$ cat src/rtl/rth_pkg.sv
`timescale 1ns / 1ps

package rth_pkg;

  localparam int CHAN_W       = 8;
  localparam int HUE_NUM_W    = 11;
  localparam int HUE_BITS_DEF = 16;
  localparam int SAT_BITS_DEF = 16;
  localparam int QUEUE_DEPTH  = 4;

  typedef struct packed {
    logic [CHAN_W-1:0]    value;
    logic [CHAN_W-1:0]    span;
    logic                 gray;
    logic [HUE_NUM_W-1:0] hue_num;
    logic [HUE_NUM_W-1:0] hue_den;
  } rth_item_t;

endpackage

$ cat src/rtl/rth_front.sv
`timescale 1ns / 1ps

module rth_front (
  input  logic                               clk,
  input  logic                               rst,
  input  logic                               s_tvalid,
  output logic                               s_tready,
  input  logic [3*rth_pkg::CHAN_W-1:0]       s_tdata,
  output logic                               push_valid,
  input  logic                               push_ready,
  output rth_pkg::rth_item_t                 push_item
);
  import rth_pkg::*;

  logic [CHAN_W-1:0]    red;
  logic [CHAN_W-1:0]    green;
  logic [CHAN_W-1:0]    blue;
  logic                 red_max;
  logic                 green_max;
  logic [CHAN_W-1:0]    most;
  logic [CHAN_W-1:0]    least;
  logic [CHAN_W-1:0]    span;
  logic                 gray;
  logic [11:0]          span6;
  logic signed [11:0]   raw;
  logic [11:0]          fixed;
  logic                 pvalid;
  rth_item_t            item;
  rth_item_t            item_next;

  assign red   = s_tdata[CHAN_W-1:0];
  assign green = s_tdata[2*CHAN_W-1:CHAN_W];
  assign blue  = s_tdata[3*CHAN_W-1:2*CHAN_W];

  always_comb begin
    red_max   = (red >= green) && (red >= blue);
    green_max = !red_max && (green >= blue);
    if (red_max) begin
      most = red;
    end else if (green_max) begin
      most = green;
    end else begin
      most = blue;
    end
    least = red;
    if (green < least) begin
      least = green;
    end
    if (blue < least) begin
      least = blue;
    end
    span  = most - least;
    gray  = (span == '0);
    span6 = {2'b00, span, 2'b00} + {3'b000, span, 1'b0};
    if (red_max) begin
      raw = $signed({4'b0000, green}) - $signed({4'b0000, blue});
    end else if (green_max) begin
      raw = $signed({3'b000, span, 1'b0}) + $signed({4'b0000, blue})
            - $signed({4'b0000, red});
    end else begin
      raw = $signed({2'b00, span, 2'b00}) + $signed({4'b0000, red})
            - $signed({4'b0000, green});
    end
    if (raw < 0) begin
      fixed = $unsigned(raw) + span6;
    end else begin
      fixed = $unsigned(raw);
    end
    item_next.value   = most;
    item_next.span    = span;
    item_next.gray    = gray;
    item_next.hue_num = gray ? '0 : fixed[HUE_NUM_W-1:0];
    item_next.hue_den = gray ? HUE_NUM_W'(1) : span6[HUE_NUM_W-1:0];
  end

  assign s_tready   = !pvalid || push_ready;
  assign push_valid = pvalid;
  assign push_item  = item;

  always_ff @(posedge clk) begin
    if (rst) begin
      pvalid <= 1'b0;
    end else if (s_tready) begin
      pvalid <= s_tvalid;
    end
  end

  always_ff @(posedge clk) begin
    if (s_tready && s_tvalid) begin
      item <= item_next;
    end
  end

endmodule

$ cat src/rtl/rth_fifo.sv
`timescale 1ns / 1ps

module rth_fifo #(
  parameter int DEPTH = rth_pkg::QUEUE_DEPTH
) (
  input  logic               clk,
  input  logic               rst,
  input  logic               push_valid,
  output logic               push_ready,
  input  rth_pkg::rth_item_t push_item,
  output logic               pop_valid,
  input  logic               pop_ready,
  output rth_pkg::rth_item_t pop_item
);
  import rth_pkg::*;

  localparam int PTR_W = (DEPTH > 1) ? $clog2(DEPTH) : 1;

  rth_item_t        mem [DEPTH];
  logic [PTR_W-1:0] wr_ptr;
  logic [PTR_W-1:0] rd_ptr;
  logic [PTR_W:0]   count;
  logic             do_push;
  logic             do_pop;

  assign push_ready = (count != (PTR_W + 1)'(DEPTH));
  assign pop_valid  = (count != '0);
  assign pop_item   = mem[rd_ptr];
  assign do_push    = push_valid && push_ready;
  assign do_pop     = pop_valid && pop_ready;

  always_ff @(posedge clk) begin
    if (rst) begin
      wr_ptr <= '0;
      rd_ptr <= '0;
      count  <= '0;
    end else begin
      if (do_push) begin
        wr_ptr <= (wr_ptr == PTR_W'(DEPTH - 1)) ? '0 : wr_ptr + 1'b1;
      end
      if (do_pop) begin
        rd_ptr <= (rd_ptr == PTR_W'(DEPTH - 1)) ? '0 : rd_ptr + 1'b1;
      end
      if (do_push && !do_pop) begin
        count <= count + 1'b1;
      end else if (do_pop && !do_push) begin
        count <= count - 1'b1;
      end
    end
  end

  always_ff @(posedge clk) begin
    if (do_push) begin
      mem[wr_ptr] <= push_item;
    end
  end

endmodule

$ cat src/rtl/rth_div.sv
`timescale 1ns / 1ps

module rth_div #(
  parameter int DVD_W = 27,
  parameter int DVS_W = 11,
  parameter int STEPS = 16
) (
  input  logic             clk,
  input  logic             en,
  input  logic [DVD_W-1:0] dividend,
  input  logic [DVS_W-1:0] divisor,
  output logic [STEPS-1:0] quotient
);

  localparam int EXT_W = STEPS + DVS_W;

  logic [EXT_W-1:0] ext;
  logic [DVS_W-1:0] rem_q [STEPS-1];
  logic [STEPS-1:0] low_q [STEPS-1];
  logic [DVS_W-1:0] dvs_q [STEPS-1];
  logic [STEPS-1:0] quo_q [STEPS];

  assign ext      = EXT_W'(dividend);
  assign quotient = quo_q[STEPS-1];

  for (genvar s = 0; s < STEPS; s++) begin : g_step
    logic [DVS_W-1:0] cur_rem;
    logic [STEPS-1:0] cur_low;
    logic [STEPS-1:0] cur_quo;
    logic [DVS_W-1:0] cur_dvs;
    logic [DVS_W:0]   trial;
    logic             ge;

    if (s == 0) begin : g_first
      always_comb begin
        cur_rem = ext[EXT_W-1:STEPS];
        cur_low = ext[STEPS-1:0];
        cur_quo = '0;
        cur_dvs = divisor;
      end
    end else begin : g_rest
      always_comb begin
        cur_rem = rem_q[s-1];
        cur_low = low_q[s-1];
        cur_quo = quo_q[s-1];
        cur_dvs = dvs_q[s-1];
      end
    end

    assign trial = {cur_rem, cur_low[STEPS-1]};
    assign ge    = (trial >= {1'b0, cur_dvs});

    always_ff @(posedge clk) begin
      if (en) begin
        quo_q[s] <= {cur_quo[STEPS-2:0], ge};
      end
    end

    if (s < STEPS - 1) begin : g_pass
      always_ff @(posedge clk) begin
        if (en) begin
          rem_q[s] <= ge ? DVS_W'(trial - {1'b0, cur_dvs}) : trial[DVS_W-1:0];
          low_q[s] <= {cur_low[STEPS-2:0], 1'b0};
          dvs_q[s] <= cur_dvs;
        end
      end
    end
  end

endmodule

$ cat src/rtl/rth_back.sv
`timescale 1ns / 1ps

module rth_back #(
  parameter int HUE_BITS = rth_pkg::HUE_BITS_DEF,
  parameter int SAT_BITS = rth_pkg::SAT_BITS_DEF
) (
  input  logic                        clk,
  input  logic                        rst,
  input  logic                        pop_valid,
  output logic                        pop_ready,
  input  rth_pkg::rth_item_t          pop_item,
  output logic                        m_tvalid,
  input  logic                        m_tready,
  output logic [HUE_BITS-1:0]         hue,
  output logic [SAT_BITS-1:0]         sat,
  output logic [rth_pkg::CHAN_W-1:0]  value
);
  import rth_pkg::*;

  localparam int STEPS   = (HUE_BITS > SAT_BITS) ? HUE_BITS : SAT_BITS;
  localparam int HDVD_W  = HUE_NUM_W + HUE_BITS;
  localparam int SDVD_W  = CHAN_W + SAT_BITS;

  logic                en;
  logic [STEPS-1:0]    vld;
  logic [CHAN_W-1:0]   val_q [STEPS];
  logic [HDVD_W-1:0]   hue_dvd;
  logic [SDVD_W-1:0]   sat_dvd;
  logic [HUE_NUM_W-1:0] sat_dvs;
  logic [STEPS-1:0]    hue_quo;
  logic [STEPS-1:0]    sat_quo;

  assign en        = !vld[STEPS-1] || m_tready;
  assign pop_ready = en;

  assign hue_dvd = {pop_item.hue_num, HUE_BITS'(0)};
  assign sat_dvd = {pop_item.span, SAT_BITS'(0)} - SDVD_W'(pop_item.span);
  assign sat_dvs = pop_item.gray ? HUE_NUM_W'(1) : HUE_NUM_W'(pop_item.value);

  rth_div #(
    .DVD_W (HDVD_W),
    .DVS_W (HUE_NUM_W),
    .STEPS (STEPS)
  ) u_hue_div (
    .clk      (clk),
    .en       (en),
    .dividend (hue_dvd),
    .divisor  (pop_item.hue_den),
    .quotient (hue_quo)
  );

  rth_div #(
    .DVD_W (SDVD_W),
    .DVS_W (HUE_NUM_W),
    .STEPS (STEPS)
  ) u_sat_div (
    .clk      (clk),
    .en       (en),
    .dividend (sat_dvd),
    .divisor  (sat_dvs),
    .quotient (sat_quo)
  );

  always_ff @(posedge clk) begin
    if (rst) begin
      vld <= '0;
    end else if (en) begin
      vld <= {vld[STEPS-2:0], pop_valid};
    end
  end

  always_ff @(posedge clk) begin
    if (en) begin
      val_q[0] <= pop_item.value;
      for (int i = 1; i < STEPS; i++) begin
        val_q[i] <= val_q[i-1];
      end
    end
  end

  assign m_tvalid = vld[STEPS-1];
  assign hue      = hue_quo[HUE_BITS-1:0];
  assign sat      = sat_quo[SAT_BITS-1:0];
  assign value    = val_q[STEPS-1];

  a_black_zero: assert property (@(posedge clk) disable iff (rst)
    m_tvalid && (value == '0) |-> (hue == '0) && (sat == '0))
    else $error("black item with nonzero hue or saturation");

  a_gray_hue: assert property (@(posedge clk) disable iff (rst)
    m_tvalid && (sat == '0) |-> (hue == '0))
    else $error("zero saturation item with nonzero hue");

  a_pop_enters: assert property (@(posedge clk) disable iff (rst)
    pop_valid && pop_ready |=> vld[0])
    else $error("popped item did not enter the divider pipeline");

endmodule

$ cat src/rtl/rgb_to_hsv_converter_core.sv
`timescale 1ns / 1ps
// Pipeline: one classify register, one queue slot, then one register per quotient
//   bit in the restoring divider pipeline.
// Throughput: one pixel per cycle while m_tready does not stall the output; the
//   divider steps are fully pipelined.
// Reset: synchronous rst clears the valid flags, queue pointers and queue count only.

module rgb_to_hsv_converter_core #(
  parameter int HUE_BITS = rth_pkg::HUE_BITS_DEF,
  parameter int SAT_BITS = rth_pkg::SAT_BITS_DEF
) (
  input  logic                                          clk,
  input  logic                                          rst,
  input  logic                                          s_tvalid,
  output logic                                          s_tready,
  // red_in [7:0], green_in [15:8], blue_in [23:16]
  input  logic [3*rth_pkg::CHAN_W-1:0]                  s_tdata,
  output logic                                          m_tvalid,
  input  logic                                          m_tready,
  // hue_out, saturation_out, value_out, zero fill to whole bytes
  output logic [((HUE_BITS+SAT_BITS+rth_pkg::CHAN_W+7)/8)*8-1:0] m_tdata
);
  import rth_pkg::*;

  localparam int OUT_W = ((HUE_BITS + SAT_BITS + CHAN_W + 7) / 8) * 8;

  logic              push_valid;
  logic              push_ready;
  rth_item_t         push_item;
  logic              pop_valid;
  logic              pop_ready;
  rth_item_t         pop_item;
  logic [HUE_BITS-1:0] hue;
  logic [SAT_BITS-1:0] sat;
  logic [CHAN_W-1:0]   value;

  rth_front u_front (
    .clk        (clk),
    .rst        (rst),
    .s_tvalid   (s_tvalid),
    .s_tready   (s_tready),
    .s_tdata    (s_tdata),
    .push_valid (push_valid),
    .push_ready (push_ready),
    .push_item  (push_item)
  );

  rth_fifo #(
    .DEPTH (QUEUE_DEPTH)
  ) u_fifo (
    .clk        (clk),
    .rst        (rst),
    .push_valid (push_valid),
    .push_ready (push_ready),
    .push_item  (push_item),
    .pop_valid  (pop_valid),
    .pop_ready  (pop_ready),
    .pop_item   (pop_item)
  );

  rth_back #(
    .HUE_BITS (HUE_BITS),
    .SAT_BITS (SAT_BITS)
  ) u_back (
    .clk       (clk),
    .rst       (rst),
    .pop_valid (pop_valid),
    .pop_ready (pop_ready),
    .pop_item  (pop_item),
    .m_tvalid  (m_tvalid),
    .m_tready  (m_tready),
    .hue       (hue),
    .sat       (sat),
    .value     (value)
  );

  assign m_tdata = OUT_W'({value, sat, hue});

endmodule

$ cat config.mk
export PLATFORM = sky130hd
export DESIGN_NAME = rgb_to_hsv_converter_core
export DESIGN_NICKNAME = d
export VERILOG_FILES = /design/src/rtl/rth_pkg.sv /design/src/rtl/rth_front.sv /design/src/rtl/rth_fifo.sv /design/src/rtl/rth_div.sv /design/src/rtl/rth_back.sv /design/src/rtl/rgb_to_hsv_converter_core.sv
export SDC_FILE = /design/constraint.sdc
export NUM_CORES = 2
export LEC_CHECK = 0
export BUFFER_PORTS_ARGS = -buffer_cell sky130_fd_sc_hd__buf_2
export CORE_MARGIN = 5
export CORE_UTILIZATION = 29
export DETAILED_ROUTE_END_ITERATION = 10
export PLACE_DENSITY_LB_ADDON = 0.25
export RECOVER_POWER = 50
export SKIP_CTS_REPAIR_TIMING = 1
export SYNTH_ARGS = -nofsm -noshare
export SYNTH_HDL_FRONTEND = slang
export SYNTH_SLANG_ARGS = --single-unit
$ cat constraint.sdc
create_clock -name clk -period 100.5 [get_ports clk]
set_input_delay 10.05 -clock clk [delete_from_list [all_inputs] [get_ports clk]]
set_output_delay 10.05 -clock clk [all_outputs]
set_load 0.005 [all_outputs]
# --- After elaboration in Yosys (flattened, before gate mapping) ---
# Memories as Yosys holds them, arrays and structs flattened. A register that Yosys moved wholly into a read port is not among the register bits.
# Cells that the tools add are included.
word_totals:
  reg_bits: 63
  ramBits: 1906
  inputBits: 28
  elab_cells: 169
  n_memories: 10
op_classes:
  add_sub_neg: 43
  order_cmp: 38
  eq_ne: 3
  n_mux: 48
  n_reduce_logical: 17
mem_list:
  columns: ["name", "depth", "width", "read_ports", "rd_ports_with_merged_regs", "write_ports", "line", "source"]
  rows:
  - ["u_back.u_hue_div.quo_q", 16, 16, 16, 0, 16, "rth_div.sv:21", "logic [STEPS-1:0] quo_q [STEPS];"]
  - ["u_back.u_sat_div.quo_q", 16, 16, 16, 0, 16, "rth_div.sv:21", null]
  - ["u_back.u_hue_div.low_q", 15, 15, 15, 0, 15, "rth_div.sv:19", "logic [STEPS-1:0] low_q [STEPS-1];"]
  - ["u_back.u_sat_div.low_q", 15, 15, 15, 0, 15, "rth_div.sv:19", null]
  - ["u_back.u_hue_div.dvs_q", 15, 11, 15, 0, 15, "rth_div.sv:20", "logic [DVS_W-1:0] dvs_q [STEPS-1];"]
  - ["u_back.u_hue_div.rem_q", 15, 11, 15, 0, 15, "rth_div.sv:18", "logic [DVS_W-1:0] rem_q [STEPS-1];"]
  - ["4 more memories", null, null, null, null, null, null, null]
op_table:
  columns: ["operator", "count"]
  rows:
  - [">= comparator 12 x 11 -> 1 bit", 31]
  - ["2-to-1 mux 11 bit", 31]
  - ["subtractor 11 bit", 29]
  - ["2-to-1 mux 8 bit", 5]
  - [">= comparator 8 bit", 3]
  - ["2-to-1 mux 12 bit", 2]
  - ["subtractor 12 x 9 -> 12 bit", 2]
  - ["subtractor 24 x 8 -> 24 bit", 1]
  - ["less-than comparator 8 bit", 2]
  - ["less-than comparator 12 x 1 -> 1 bit, second input constant", 1]
  - ["adder 10 x 8 -> 11 bit", 1]
  - ["adder 10 x 9 -> 11 bit", 1]
  - ["adder 11 bit", 1]
  - [">= comparator 9 x 11 -> 1 bit", 1]
  - ["subtractor 9 x 11 -> 11 bit", 1]
  - ["adder 9 x 8 -> 10 bit", 1]
  - ["subtractor 8 x 8 -> 9 bit", 1]
  - ["zero test 8 bit", 1]
  - ["2-to-1 mux 2 bit", 4]
  - ["subtractor 8 bit", 1]
  - ["logical AND 1 bit", 7]
  - ["2-to-1 mux 3 bit", 2]
  - ["zero test 1 bit", 5]
  - ["adder 2 x 1 -> 2 bit, second input constant", 2]
  - ["other kinds (8)", 13]

# --- Depth between registers and ports, before layout ---
logic_depth:
  depth_word: 13
  ltp_mapped: 43

# --- Hierarchy ---
# From an unflattened synthesis, not the netlist that was laid out.
unflattened:
  hier_cells: 5233
  area_unflattened_um2: 71902.7
modules_own_cells:
  columns: ["mod", "n_inst", "cells_per_inst", "area_each_um2", "seq_area_each_um2"]
  rows:
  - ["rth_div (u_back.u_hue_div)", 1, 2090, 28180.8, 17596.9]
  - ["rth_div (u_back.u_sat_div)", 1, 2091, 27624.0, 17596.9]
  - ["rth_fifo", 1, 251, 6093.3, 4864.7]
  - ["rth_front", 1, 536, 5124.9, 1191.1]
  - ["rth_back", 1, 265, 4879.7, 4164.0]

# --- Worst setup path before layout ---
# OpenSTA, ideal clock, no wires.
synth_path:
  path_kind: "input-to-reg"
  start: "in m_tready"
  end: "mem u_back.u_hue_div.dvs_q[0][0] (enable)"
  arrival_ns: 40.975
  slack_ns: 57.589
  path_stages: 4
  path_buffers: 2
  cell_sequence: "nor2b_1 -> clkbuf_1 -> inv_1 -> clkbuf_1"
synth_rtl:
  columns: ["item", "line", "source"]
  rows:
  - ["start, declared", "rgb_to_hsv_converter_core.sv:19", "input logic m_tready,"]
  - ["end, declared", "rth_div.sv:20", null]

==> flow_results.org <==
** Outcome
- Result of the run :: finished, violations left
- The checks that failed: max-capacitance violations, max-slew violations.

** CTS
- Counting along the longest clock path gives a buffer depth of 3.
- After clock tree synthesis, the clock-pin slew on the worst setup and hold paths is 0.06 ns.
- TritonCTS built the clock tree.
- The H-tree was split into 4 levels.
- Buffers inserted during clock tree synthesis total between 150 and 200.
- For the worst-skew pair, the clock arrives at the later sink with an insertion delay of 0.80 ns.
- The clock net in this run drives a total of between 1000 and 1500 sinks.
- The cell sitting at the root of the clock tree is a clkbuf_16.

** Die
- Initial cell density of the core :: 0.292
- Standard cell core area :: between 200000 and 250000 µm²
- The die covers 224000 µm².
- The die is ~470 µm wide.
- Site Rows :: about 170
- Count of pins on the block boundary :: 70
- The floorplan step set the die height to ~470 µm.

** Layout
- In the final layout, the share of cells above drive strength 1 is 0.0794.
- Number of nets in the finished design :: 5358
- Synthesis-to-finish area growth :: 14.3%

** Worst setup path
- On the worst path, the slowest cell contributes a delay of 1.00 ns.
- For flop-to-flop paths, the worst setup slack is 93.81 ns.
- STA puts the critical path data required time at 101.02 ns.
- Critical path fanouts, max :: 15
- The largest individual stage delay along the critical path comes from the cell a211oi_2.
- Setup crit start kind :: primary input
- Worst r2r path cells :: 16
- Data on the critical path arrives at its endpoint at 19.49 ns.
- The critical path in this run is classified as primary input to register.
- The cell that appears most often on the critical path is ha_1.
- The worst setup path is captured at a register.
- Worst R2R End :: u_back.u_sat_div.rem_q[0][6]$_DFFE_PN_

** Yosys
- The Yosys step of the flow raised 0 warnings.
- Top cells by instance count after synthesis :: 1327 x edfxtp_1, 611 x inv_1, 404 x ha_1, 322 x o21ai_0, 319 x nor2_1
- Fraction of registers with async set/reset :: 0
- Ranked by total cell area, the synthesized netlist is headed by edfxtp_1 64%, ha_1 8.1%, inv_1 3.7%.
- The mapped netlist covers 62100 µm².
- Post-synth top area share :: 0.641
- Dividing the synthesized area by the synthesized cell count gives 13.2 µm².
- After synthesis the netlist holds a flip-flop and latch count of 1353.
- Of the synthesized area, sequential elements account for 0.650.
- Most frequent cell after synthesis :: edfxtp_1
- The number of nets handed over by synthesis was 5191.
- Top_reg_cell synth :: edfxtp_1
- Synthesis instantiated 70 different standard cells from the library.
- In this run, synthesis inferred between 1000 and 1500 flip-flops with an integrated enable.
- The biggest area contributor in the post-synthesis netlist is edfxtp_1.
- Number of instances in the synthesized netlist :: approximately 4700

** Timing
- Maximum achievable frequency :: approximately 53 MHz
- Final Worst Setup Slack :: 81.53 ns
- Hold is met by approximately 0.40 ns.
- For the pin with the worst max-slew slack, the measured transition is between 2 and 3 ns.
- Number of max-slew violations in the final report :: roughly 190
- Total negative slack :: 0 ns
- Max-slew headroom :: -0.780
- Number of failing hold endpoints at the final stage :: 0
- Dividing the final minimum period by the clock period gives 0.189.
- For the finished layout, the period the worst path requires is 18.97 ns.
- Unrepaired setup endpoints after global routing :: false
- Setup violations remaining at the end of the flow were counted as 0.
- Clock skew on the completed layout was measured at slightly below 0.06 ns.

** Routing
- Count of routing violations after the opening detailed-route iteration :: 1548
- The detail route stage leaves a number of antenna-violating nets equal to 0.
- In the routed design, unresolved DRC markers number 0.
- The first detailed-routing pass took 5 iterations.
- Total via count in the routed design :: approximately 34000
- Routed len/inst :: 14.0 µm
- The final layout contains routed wiring with a total length of 110000 µm.
- Via density per instance :: approximately 4.4

** Place
- During placement, the flow inserted port buffers numbering 69.
- Pre-CTS WS :: 80.72 ns
- RD Place Congestion :: 0.816
- After legalization and detailed placement, the total HPWL measured between 70000 and 80000 µm.

** Global routing
- The first global-routing pass estimated 179000 µm of wire.
- The via count of the first global-routing pass is 35900.
- Global-route usage over all layers :: 0.0981
- Pin count of the biggest net entering global routing :: a little under 200
- Overflow left after global routing :: 0
- The number of antenna violations at the first check in global routing is 0.

** Worst hold path
- Worst min-delay path endpoint :: u_back.u_hue_div.quo_q[0][101]$_DFFE_PN_
- Worst min path class :: register to register
- Cell count of the worst hold path :: 0
- The worst hold path begins at u_back.u_hue_div.quo_q[0][84]$_DFFE_PN_.

** Run
- Across the run, the number of max-cap violations was 5.
[worst max-delay path by stage]
stage               startpoint                                     end  slack [ns]
finish              s_tdata[6]     u_front.push_item[21]$_SDFFCE_PP0P_       81.53
global route        s_tdata[6]     u_front.push_item[21]$_SDFFCE_PP0P_       80.75
CTS                 s_tdata[7]     u_front.push_item[21]$_SDFFCE_PP0P_       81.57
detailed placement  s_tdata[7]     u_front.push_item[21]$_SDFFCE_PP0P_       80.72
global placement    s_tdata[6]     u_front.push_item[21]$_SDFFCE_PP0P_       80.80
floorplan             m_tready  u_back.u_hue_div.dvs_q[0][0]$_DFFE_PN_       57.59
[cell type report]
cell class	count	area [µm²]
Antenna cell	1	2.50
Clock buffer	179	3950
Clock inverter	103	1200
Fill cell	20900	142000
Inverter	612	2300
Multi-Input combinational cell	2664	19100
Sequential cell	1353	40400
Tap cell	2821	3530
Timing Repair Buffer	103	577
[flip-flops by register name, indices dropped and copies added (netlist names), 2 cells and up, named ones only]
signal	flops
u_fifo.rd_ptr	2
u_back.u_hue_div.dvs_q	165
u_fifo.count	3
u_fifo.wr_ptr	2
u_back.u_sat_div.quo_q	136
u_front.push_item	39
u_back.u_sat_div.rem_q	165
u_back.u_sat_div.dvs_q	120
u_back.vld	16
u_fifo.mem	156
u_back.val_q	128
u_back.u_hue_div.rem_q	165
u_back.u_hue_div.quo_q	136
u_back.u_sat_div.low_q	117
[metrics by stage]
stage / util / cell area (µm²) / instances
global route: 0.334 / 71000 / 7835
CTS: 0.334 / 71100 / 7835
finish: 0.334 / 71000 / 7836
detailed placement: 0.310 / 65900 / 7553
global placement: 0.310 / 65900 / 7553
floorplan: - / 62100 / 4720
[kinds of logic after synthesis]
family                   synth area share
buffers and inverters              0.0432
AND/OR/NAND/NOR                    0.0836
XOR/XNOR                           0.0247
AO/OA/AOI/OAI                      0.0841
multiplexers                       0.0207
flip-flops                          0.650
adder cells (fa/ha/maj)            0.0939
[layout by cell type, fill, tap and decap left out, types with 14 or more instances in the layout]
| cell | netlist | layout |
|---|---|---|
| a21oi_1 | 274 | 274 |
| xor2_1 | 87 | 87 |
| a21boi_0 | 67 | 68 |
| and3_1 | 15 | 15 |
| o21a_1 | 14 | 14 |
| edfxtp_1 | 1327 | 1327 |
| nor2_1 | 319 | 319 |
| ha_1 | 404 | 404 |
| mux2i_1 | 27 | 27 |
| clkbuf_16 | 0 | 154 |
| a21o_1 | 43 | 43 |
| clkinv_2 | 0 | 32 |
| nor2b_1 | 86 | 86 |
| buf_4 | 9 | 19 |
| nand2_1 | 289 | 289 |
| inv_1 | 611 | 611 |
| o31ai_1 | 85 | 85 |
| nor3_1 | 45 | 45 |
| o21ai_0 | 322 | 323 |
| o2bb2ai_1 | 14 | 14 |
| nand2b_1 | 135 | 135 |
| xnor2_1 | 82 | 82 |
| nand3_1 | 58 | 58 |
| fa_1 | 39 | 39 |
| nand4_1 | 66 | 66 |
| nor4_1 | 16 | 17 |
| clkinv_1 | 0 | 26 |
| or2_0 | 0 | 14 |
| clkbuf_1 | 74 | 38 |
| mux4_2 | 37 | 37 |
| buf_2 | 1 | 69 |
| bufinv_16 | 0 | 19 |
| dfxtp_1 | 26 | 24 |
[worst max-delay path: cells and delay by family]
| kind | cells | cell delay, ns |
|---|---|---|
| AOI/OAI and AO/OA | 13 | 3.87 |
| adders and majority gates | 7 | 2.44 |
| xor gates and xnor gates | 5 | 1.16 |
| and+or+nand+nor | 9 | 0.93 |
| muxes | 2 | 0.66 |
| buffers and inverters | 3 | 0.36 |
[metal layers]
metal,share of wire,vias up,global-route usage
li1,-,17300,-
met1,0.41,16300,0.108
met2,0.53,342,0.186
met3,0.032,199,0.0202
met4,0.030,0,0.0358
met5,0,-,0
Power is not shown: default switching activity piles up to over one toggle a cycle in this logic, so the estimate is an artifact.
